$ cat src/rtl/lfu_pkg.sv
// ----------------------------------------------------------------------------
// lfu_pkg: shared types and constants of the LFU cache table
// Sizes, request and response payload structs, and operation codes.
// ----------------------------------------------------------------------------
package lfu_pkg;

    localparam int ENTRIES    = 16;
    localparam int COUNT_BITS = 16;

    localparam int KEY_W  = 32;
    localparam int DATA_W = 32;
    localparam int CAP_W  = 5;

    // entry index and recency rank share the same width
    localparam int IDX_W  = (ENTRIES > 1) ? $clog2(ENTRIES) : 1;
    localparam int AGE_W  = IDX_W;
    // occupancy count, able to hold ENTRIES itself
    localparam int CNT_W  = $clog2(ENTRIES + 1);
    // common width for comparing occupancy against capacity
    localparam int OCC_W  = (CNT_W > CAP_W) ? CNT_W : CAP_W;

    localparam logic [CAP_W-1:0]      CAP_RESET  = CAP_W'(16);
    localparam logic [COUNT_BITS-1:0] COUNT_MAX  = '1;
    localparam logic [COUNT_BITS-1:0] COUNT_INIT = COUNT_BITS'(1);
    localparam logic [DATA_W-1:0]     READ_MISS  = '1;
    localparam logic [DATA_W-1:0]     READ_PUT   = '0;

    localparam logic FUNC_GET = 1'b0;
    localparam logic FUNC_PUT = 1'b1;

    typedef struct packed {
        logic                     func;
        logic signed [KEY_W-1:0]  key;
        logic signed [DATA_W-1:0] value;
    } req_t;

    typedef struct packed {
        logic                     hit;
        logic signed [DATA_W-1:0] read_value;
    } rsp_t;

endpackage

$ cat src/rtl/lfu_cache_table.sv
// ----------------------------------------------------------------------------
// lfu_cache_table: key-value cache with LFU replacement and LRU tie-break
// One request at a time; a single key/victim compare unit walks the table.
// ----------------------------------------------------------------------------
//
//  channel | direction | handshake           | payload
//  --------+-----------+---------------------+-------------------------------
//  req     | in        | req_valid/req_ready | req_t  {func, key, value}
//  rsp     | out       | rsp_valid/rsp_ready | rsp_t  {hit, read_value}
//  cfg     | in        | cfg_we (no wait)    | cfg_wdata = capacity_in_use
//
//  A request is accepted in idle, then scans all ENTRIES (16) entries one
//  entry per cycle through the shared key and victim comparator, and then
//  updates the table and loads the response register.
//  Reset empties the table and sets capacity to 16; no clearing pass is needed
//  because only the per-entry valid bits are cleared.
//  A stalled response holds in its register; a new request is still accepted,
//  and its update cycle waits until the response register is free.
//
module lfu_cache_table
    import lfu_pkg::*;
(
    input  logic             clk,
    input  logic             rst_n,

    input  logic             req_valid,
    output logic             req_ready,
    input  req_t             req,

    output logic             rsp_valid,
    input  logic             rsp_ready,
    output rsp_t             rsp,

    input  logic             cfg_we,
    input  logic [CAP_W-1:0] cfg_wdata
);

    typedef enum logic [2:0] {
        ST_IDLE  = 3'b001,
        ST_SCAN  = 3'b010,
        ST_APPLY = 3'b100
    } state_t;

    // ------------------------------------------------------------------------
    // Control registers
    // ------------------------------------------------------------------------
    state_t             state_reg,     state_next;
    logic [CAP_W-1:0]   cap_reg,       cap_next;
    logic [ENTRIES-1:0] valid_reg,     valid_next;
    logic               rsp_valid_reg, rsp_valid_next;

    // ------------------------------------------------------------------------
    // Table storage (payload, no reset)
    // ------------------------------------------------------------------------
    logic [KEY_W-1:0]      key_reg  [ENTRIES];
    logic [KEY_W-1:0]      key_next [ENTRIES];
    logic [DATA_W-1:0]     data_reg [ENTRIES];
    logic [DATA_W-1:0]     data_next[ENTRIES];
    logic [COUNT_BITS-1:0] uses_reg [ENTRIES];
    logic [COUNT_BITS-1:0] uses_next[ENTRIES];
    logic [AGE_W-1:0]      age_reg  [ENTRIES];
    logic [AGE_W-1:0]      age_next [ENTRIES];

    // ------------------------------------------------------------------------
    // Request latch and scan results
    // ------------------------------------------------------------------------
    req_t                  req_reg,        req_next;
    rsp_t                  rsp_reg,        rsp_next;
    logic [IDX_W-1:0]      scan_idx_reg,   scan_idx_next;
    logic [CNT_W-1:0]      used_reg,       used_next;

    logic                  found_reg,      found_next;
    logic [IDX_W-1:0]      found_idx_reg,  found_idx_next;
    logic [AGE_W-1:0]      found_age_reg,  found_age_next;
    logic [COUNT_BITS-1:0] found_uses_reg, found_uses_next;

    logic                  vict_reg,       vict_next;
    logic [IDX_W-1:0]      vict_idx_reg,   vict_idx_next;
    logic [AGE_W-1:0]      vict_age_reg,   vict_age_next;
    logic [COUNT_BITS-1:0] vict_uses_reg,  vict_uses_next;

    logic                  free_reg,       free_next;
    logic [IDX_W-1:0]      free_idx_reg,   free_idx_next;

    // ------------------------------------------------------------------------
    // Shared compare unit: one table entry per cycle
    // ------------------------------------------------------------------------
    logic                  scan_valid;
    logic [KEY_W-1:0]      scan_key;
    logic [COUNT_BITS-1:0] scan_uses;
    logic [AGE_W-1:0]      scan_age;
    logic                  scan_match;
    logic                  scan_better;
    logic                  scan_last;

    assign scan_valid  = valid_reg[scan_idx_reg];
    assign scan_key    = key_reg[scan_idx_reg];
    assign scan_uses   = uses_reg[scan_idx_reg];
    assign scan_age    = age_reg[scan_idx_reg];
    assign scan_match  = scan_valid && (scan_key == req_reg.key);
    // lower count wins; on a tie the older entry (larger rank) wins
    assign scan_better = !vict_reg || (scan_uses < vict_uses_reg) ||
                         ((scan_uses == vict_uses_reg) && (scan_age > vict_age_reg));
    assign scan_last   = (scan_idx_reg == IDX_W'(ENTRIES - 1));

    // ------------------------------------------------------------------------
    // Update decisions
    // ------------------------------------------------------------------------
    logic [OCC_W-1:0] cap_eff;
    logic             do_apply;
    logic             is_put;
    logic             touch_en;
    logic             evict_en;
    logic             ins_en;
    logic [IDX_W-1:0] ins_idx;

    // capacity above the table size behaves as the table size
    assign cap_eff  = (OCC_W'(cap_reg) > OCC_W'(ENTRIES)) ? OCC_W'(ENTRIES)
                                                          : OCC_W'(cap_reg);
    assign do_apply = (state_reg == ST_APPLY) && (!rsp_valid_reg || rsp_ready);
    assign is_put   = (req_reg.func == FUNC_PUT);

    always_comb
    begin
        touch_en = 1'b0;
        evict_en = 1'b0;
        ins_en   = 1'b0;
        ins_idx  = free_idx_reg;
        if (!is_put)
        begin
            touch_en = found_reg;
        end
        else if (cap_eff != '0)
        begin
            if (found_reg)
            begin
                touch_en = 1'b1;
            end
            else
            begin
                // table full: drop the victim and reuse its slot
                evict_en = (OCC_W'(used_reg) >= cap_eff) && vict_reg;
                ins_en   = evict_en || free_reg;
                ins_idx  = evict_en ? vict_idx_reg : free_idx_reg;
            end
        end
    end

    // ------------------------------------------------------------------------
    // Next-state logic
    // ------------------------------------------------------------------------
    assign req_ready = (state_reg == ST_IDLE);

    always_comb
    begin
        state_next      = state_reg;
        cap_next        = cap_reg;
        valid_next      = valid_reg;
        rsp_valid_next  = rsp_valid_reg;
        key_next        = key_reg;
        data_next       = data_reg;
        uses_next       = uses_reg;
        age_next        = age_reg;
        req_next        = req_reg;
        rsp_next        = rsp_reg;
        scan_idx_next   = scan_idx_reg;
        used_next       = used_reg;
        found_next      = found_reg;
        found_idx_next  = found_idx_reg;
        found_age_next  = found_age_reg;
        found_uses_next = found_uses_reg;
        vict_next       = vict_reg;
        vict_idx_next   = vict_idx_reg;
        vict_age_next   = vict_age_reg;
        vict_uses_next  = vict_uses_reg;
        free_next       = free_reg;
        free_idx_next   = free_idx_reg;

        if (rsp_ready)
        begin
            rsp_valid_next = 1'b0;
        end

        case (state_reg)
            ST_IDLE:
            begin
                if (req_valid)
                begin
                    // latch the request and restart the scan
                    req_next      = req;
                    scan_idx_next = '0;
                    used_next     = '0;
                    found_next    = 1'b0;
                    vict_next     = 1'b0;
                    free_next     = 1'b0;
                    state_next    = ST_SCAN;
                end
            end

            ST_SCAN:
            begin
                if (scan_valid)
                begin
                    used_next = used_reg + CNT_W'(1);
                    if (scan_match)
                    begin
                        found_next      = 1'b1;
                        found_idx_next  = scan_idx_reg;
                        found_age_next  = scan_age;
                        found_uses_next = scan_uses;
                    end
                    if (scan_better)
                    begin
                        vict_next      = 1'b1;
                        vict_idx_next  = scan_idx_reg;
                        vict_age_next  = scan_age;
                        vict_uses_next = scan_uses;
                    end
                end
                else if (!free_reg)
                begin
                    free_next     = 1'b1;
                    free_idx_next = scan_idx_reg;
                end
                scan_idx_next = scan_idx_reg + IDX_W'(1);
                if (scan_last)
                begin
                    state_next = ST_APPLY;
                end
            end

            ST_APPLY:
            begin
                if (do_apply)
                begin
                    rsp_valid_next = 1'b1;
                    state_next     = ST_IDLE;

                    // response
                    if (is_put)
                    begin
                        rsp_next.hit        = found_reg && (cap_eff != '0);
                        rsp_next.read_value = READ_PUT;
                    end
                    else
                    begin
                        rsp_next.hit        = found_reg;
                        rsp_next.read_value = found_reg ? data_reg[found_idx_reg] : READ_MISS;
                    end

                    // hit: raise the count and move the entry to the front
                    if (touch_en)
                    begin
                        for (int i = 0; i < ENTRIES; i++)
                        begin
                            if (valid_reg[i] && (IDX_W'(i) != found_idx_reg) &&
                                (age_reg[i] < found_age_reg))
                            begin
                                age_next[i] = age_reg[i] + AGE_W'(1);
                            end
                        end
                        age_next[found_idx_reg] = '0;
                        if (found_uses_reg != COUNT_MAX)
                        begin
                            uses_next[found_idx_reg] = found_uses_reg + COUNT_BITS'(1);
                        end
                        if (is_put)
                        begin
                            data_next[found_idx_reg] = req_reg.value;
                        end
                    end

                    // miss on put: close the victim's rank gap, age the rest, insert
                    if (ins_en)
                    begin
                        for (int i = 0; i < ENTRIES; i++)
                        begin
                            if (valid_reg[i] && !(evict_en && (IDX_W'(i) == vict_idx_reg)))
                            begin
                                if (!(evict_en && (age_reg[i] > vict_age_reg)))
                                begin
                                    age_next[i] = age_reg[i] + AGE_W'(1);
                                end
                            end
                        end
                        valid_next[ins_idx] = 1'b1;
                        key_next[ins_idx]   = req_reg.key;
                        data_next[ins_idx]  = req_reg.value;
                        uses_next[ins_idx]  = COUNT_INIT;
                        age_next[ins_idx]   = '0;
                    end
                end
            end

            default:
            begin
                state_next = ST_IDLE;
            end
        endcase

        // capacity write empties the table
        if (cfg_we)
        begin
            cap_next   = cfg_wdata;
            valid_next = '0;
        end
    end

    // ------------------------------------------------------------------------
    // Registers
    // ------------------------------------------------------------------------
    always_ff @(posedge clk or negedge rst_n)
    begin
        if (!rst_n)
        begin
            state_reg     <= ST_IDLE;
            cap_reg       <= CAP_RESET;
            valid_reg     <= '0;
            rsp_valid_reg <= 1'b0;
        end
        else
        begin
            state_reg     <= state_next;
            cap_reg       <= cap_next;
            valid_reg     <= valid_next;
            rsp_valid_reg <= rsp_valid_next;
        end
    end

    always_ff @(posedge clk)
    begin
        key_reg        <= key_next;
        data_reg       <= data_next;
        uses_reg       <= uses_next;
        age_reg        <= age_next;
        req_reg        <= req_next;
        rsp_reg        <= rsp_next;
        scan_idx_reg   <= scan_idx_next;
        used_reg       <= used_next;
        found_reg      <= found_next;
        found_idx_reg  <= found_idx_next;
        found_age_reg  <= found_age_next;
        found_uses_reg <= found_uses_next;
        vict_reg       <= vict_next;
        vict_idx_reg   <= vict_idx_next;
        vict_age_reg   <= vict_age_next;
        vict_uses_reg  <= vict_uses_next;
        free_reg       <= free_next;
        free_idx_reg   <= free_idx_next;
    end

    assign rsp_valid = rsp_valid_reg;
    assign rsp       = rsp_reg;

endmodule

$ cat config.mk
export PLATFORM = sky130hd
export DESIGN_NAME = lfu_cache_table
export DESIGN_NICKNAME = d
export VERILOG_FILES = /design/src/rtl/lfu_pkg.sv /design/src/rtl/lfu_cache_table.sv
export SDC_FILE = /design/constraint.sdc
export NUM_CORES = 2
export LEC_CHECK = 0
export BUFFER_PORTS_ARGS = -buffer_cell sky130_fd_sc_hd__buf_2
export CAP_MARGIN = 10
export CELL_PAD_IN_SITES_DETAIL_PLACEMENT = 1
export CELL_PAD_IN_SITES_GLOBAL_PLACEMENT = 2
export CORE_ASPECT_RATIO = 1.75
export CORE_MARGIN = 10
export CORE_UTILIZATION = 43
export CTS_CLUSTER_SIZE = 24
export DETAILED_ROUTE_END_ITERATION = 6
export PLACE_DENSITY_LB_ADDON = 0.1
export SLEW_MARGIN = 25
export SYNTH_ARGS = -nofsm -noshare
export SYNTH_HDL_FRONTEND = slang
export SYNTH_SLANG_ARGS = --single-unit
$ cat constraint.sdc
create_clock -name clk -period 28.4 [get_ports clk]
set_clock_uncertainty 0.1 [all_clocks]
set_input_delay 1.42 -clock clk [delete_from_list [all_inputs] [get_ports clk]]
set_output_delay 1.42 -clock clk [all_outputs]
set_load 0.01 [all_outputs]
==> run_results.csv <==
group,metric,value,unit
synthesis,yosysWarnings,0,
sta,period_minus_slack,6.06,ns
drt,drc,0,
placed_design,dpl.hpwl,138,mm
worst_setup_path,crit_path_end_kind,"flop",
placed_design,place_area,0.0775,mm2
floorplanning,die_x,334,um
worst_hold_path,hold_class,"reg -> reg",
global_routing,antenna_found_initial,10,
clock_tree,clk_latency,0.81,ns
synthesis,syn_area,0.0742,mm2
final_layout,finalInstanceArea,0.0826,mm2
sta,setup_ws,22.34,ns
synthesis,synthTopCellsByCount,"1,506 x edfxtp_1, 406 x mux2_2, 362 x mux4_2",
worst_setup_path,path_max_fanout,42,
synthesis,synthFlopType,"edfxtp_1",
run,cap_violations,0,
drt,viasPerCell,6.16,
drt,vias,43400,
final_layout,final_util,48.2,%
global_routing,grt-ovfl-total,0,
sta,report.final.slew_viol_count,0,
clock_tree,clockBufferDepth,4,
drt,wl_per_cell,32.6,um
synthesis,synthTopCellsByArea,"edfxtp_1 61%, mux4_2 11%, mux2_2 6.2%",
synthesis,yosys.cell_count.top_type,"edfxtp_1",
sta,hold_viol,0,
clock_tree,numClockSinks,1531,
floorplanning,start_util,43.3,%
worst_setup_path,arrival,6.42,ns
final_layout,syn2layout_area_growth,11.2,%
run_status,status,"finished, final reports clean",
sta,fmax,0.165,GHz
sta,slew_headroom,26.6,%
placed_design,pre_cts_slack,21.98,ns
drt,drt_iter0_markers,3337,
clock_tree,cts_root_buffer,"clkbuf_16",
floorplanning,die-area,0.190,mm2
worst_setup_path,cp-start-kind,"flop",
synthesis,synthCells,4611,
synthesis,synthArstFlopShare,1.63,%
global_routing,grt_max_degree,199,
sta,whs,0.439,ns
synthesis,ys_types,89,
global_routing,grt_pass1_vias,46400,
worst_setup_path,critical_path_class,"reg -> reg",
floorplanning,design.core.area,0.172,mm2
clock_tree,clk_pin_slew_worst_paths,0.07,ns
clock_tree,htreeDepth,4,
power_and_ir_drop,p_per_area,70.0,mW/mm2
global_routing,track_usage,23.8,%
worst_setup_path,critPathRequiredTime,28.76,ns
clock_tree,cts.hold.buffers_added,0,
sta,fin_crit_sh,21.3,%
sta,rsz0062_at_grt,"false",
floorplanning,die-height,570,um
clock_tree,post_cts_resized,0,
placed_design,io_buffers,109,
global_routing,grt_pass1_wl,334,mm
sta,tightest_slew,1.10,ns
sta,fin_setup_tns,0,ns
drt,first_pass_iters,5,
drt,wl,230,mm
floorplanning,ioPinCount,110,
floorplanning,rows,201,
synthesis,ys_seq_elements,1531,
power_and_ir_drop,ir_worst_vdd,65.4,uV
synthesis,synth.largest_area_cell,"edfxtp_1",
synthesis,synth_edf_count,1506,
sta,setup_viol,0,
synthesis,synth.avg_cell_area,16.1,um2
power_and_ir_drop,p_leak,0.0269,uW
clock_tree,cts_tree,"done",
drt,ant_nets,0,
placed_design,place_congestion,0.840,
synthesis,ys_seq_area_share,61.8,%
clock_tree,cts_setup_buffers,0,
clock_tree,cts_buffers,160,
synthesis,syn_nets,4842,
final_layout,drive_gt1_share,28.7,%
synthesis,synth_top_area_share,60.9,%
final_layout,final_nets,4937,
[final timing paths]
kind / slack (ns) / from / depth (start not counted) / end
max: 22.34 / scan_idx_reg[0]$_SDFFCE_PN0P_ / 15 / vict_uses_reg[9]$_DFFE_PP_
min: 0.44 / state_reg[0]$_DFFE_PN1P_ / 1 / state_reg[2]$_DFFE_PN0P_
max reg2reg: 22.34 / scan_idx_reg[0]$_SDFFCE_PN0P_ / 15 / vict_uses_reg[9]$_DFFE_PP_
min reg2reg: 0.44 / state_reg[0]$_DFFE_PN1P_ / 1 / state_reg[2]$_DFFE_PN0P_
max in group asynchronous: 27.10 / rst_n / 1 / cap_reg[1]$_DFFE_PN0P_
min in group asynchronous: 0.59 / rst_n / 1 / valid_reg[12]$_DFFE_PN0P_
[placed cells by master, fill, tap and decap left out, drive strengths merged, types with 23 or more instances in the layout]
cell and instances:
a22oi 33, a21oi 84, o21ai 92, a211oi 256, nand3 39, clkbuf 192, dfrtp 23, clkinv 54
nand4 24, xnor2 41, nor2b 30, inv 126, mux2i 115, nand2 147, buf 255, mux2 531
nor2 318, mux4 367, o21a 70, or3 37, ha 156, edfxtp 1506, nor3 62, o211ai 34
[cell type report]
cell class,instances,area [um2]
diodes,4,10.0
well taps,2233,2790
inverters,124,477
fillers,16300,88900
clock inverters,77,734
multi-input cells,2634,26700
repair buffers,255,1750
clock buffers,192,4230
flip-flops and latches,1531,45900
[critical path: stages (launching register included)]
cell and delay, ns:
edfxtp_1 0.32, buf_4 0.32, buf_4 0.58, buf_4 0.76, mux4_2 0.63, mux4_2 0.54, ha_1 0.30, nor2b_1 0.13
o21a_1 0.16, o21a_1 0.17, o21ai_0 0.17, a21oi_1 0.09, o31ai_1 0.22, a21oi_1 0.15, nor2_2 0.53, buf_4 0.37
[through the flow]
step | std cells | power (uW)
floorplan | 4611 | 3400
global placement | 6774 | 3750
detailed placement | 6774 | 3760
CTS | 7043 | 5850
global route | 7047 | 5980
finish | 7050 | 5780
[logic make-up after synthesis]
family	after synthesis	synth area share (%)
mux	1013	20.9
xor+xnor	55	0.649
fa+ha+maj	156	2.63
buf+inv	446	2.79
flops	1531	61.8
compound gates	692	6.85
simple gates	718	4.42
[power breakdown]
group | total, uW | switching (uW) | internal [uW]
Combinational | 1050 | 634 | 418
Clock | 2080 | 894 | 1180
Sequential | 2650 | 84.8 | 2570
[metal layers]
| layer | track usage [%] | share of wire [%] |
|---|---|---|
| met1 | 28.7 | 39 |
| met2 | 43.5 | 53 |
| met3 | 2.47 | 3.7 |
| met4 | 9.13 | 4.1 |
| met5 | 0 | 0.024 |
No activity file was read; power rests on OpenSTA's default activity.
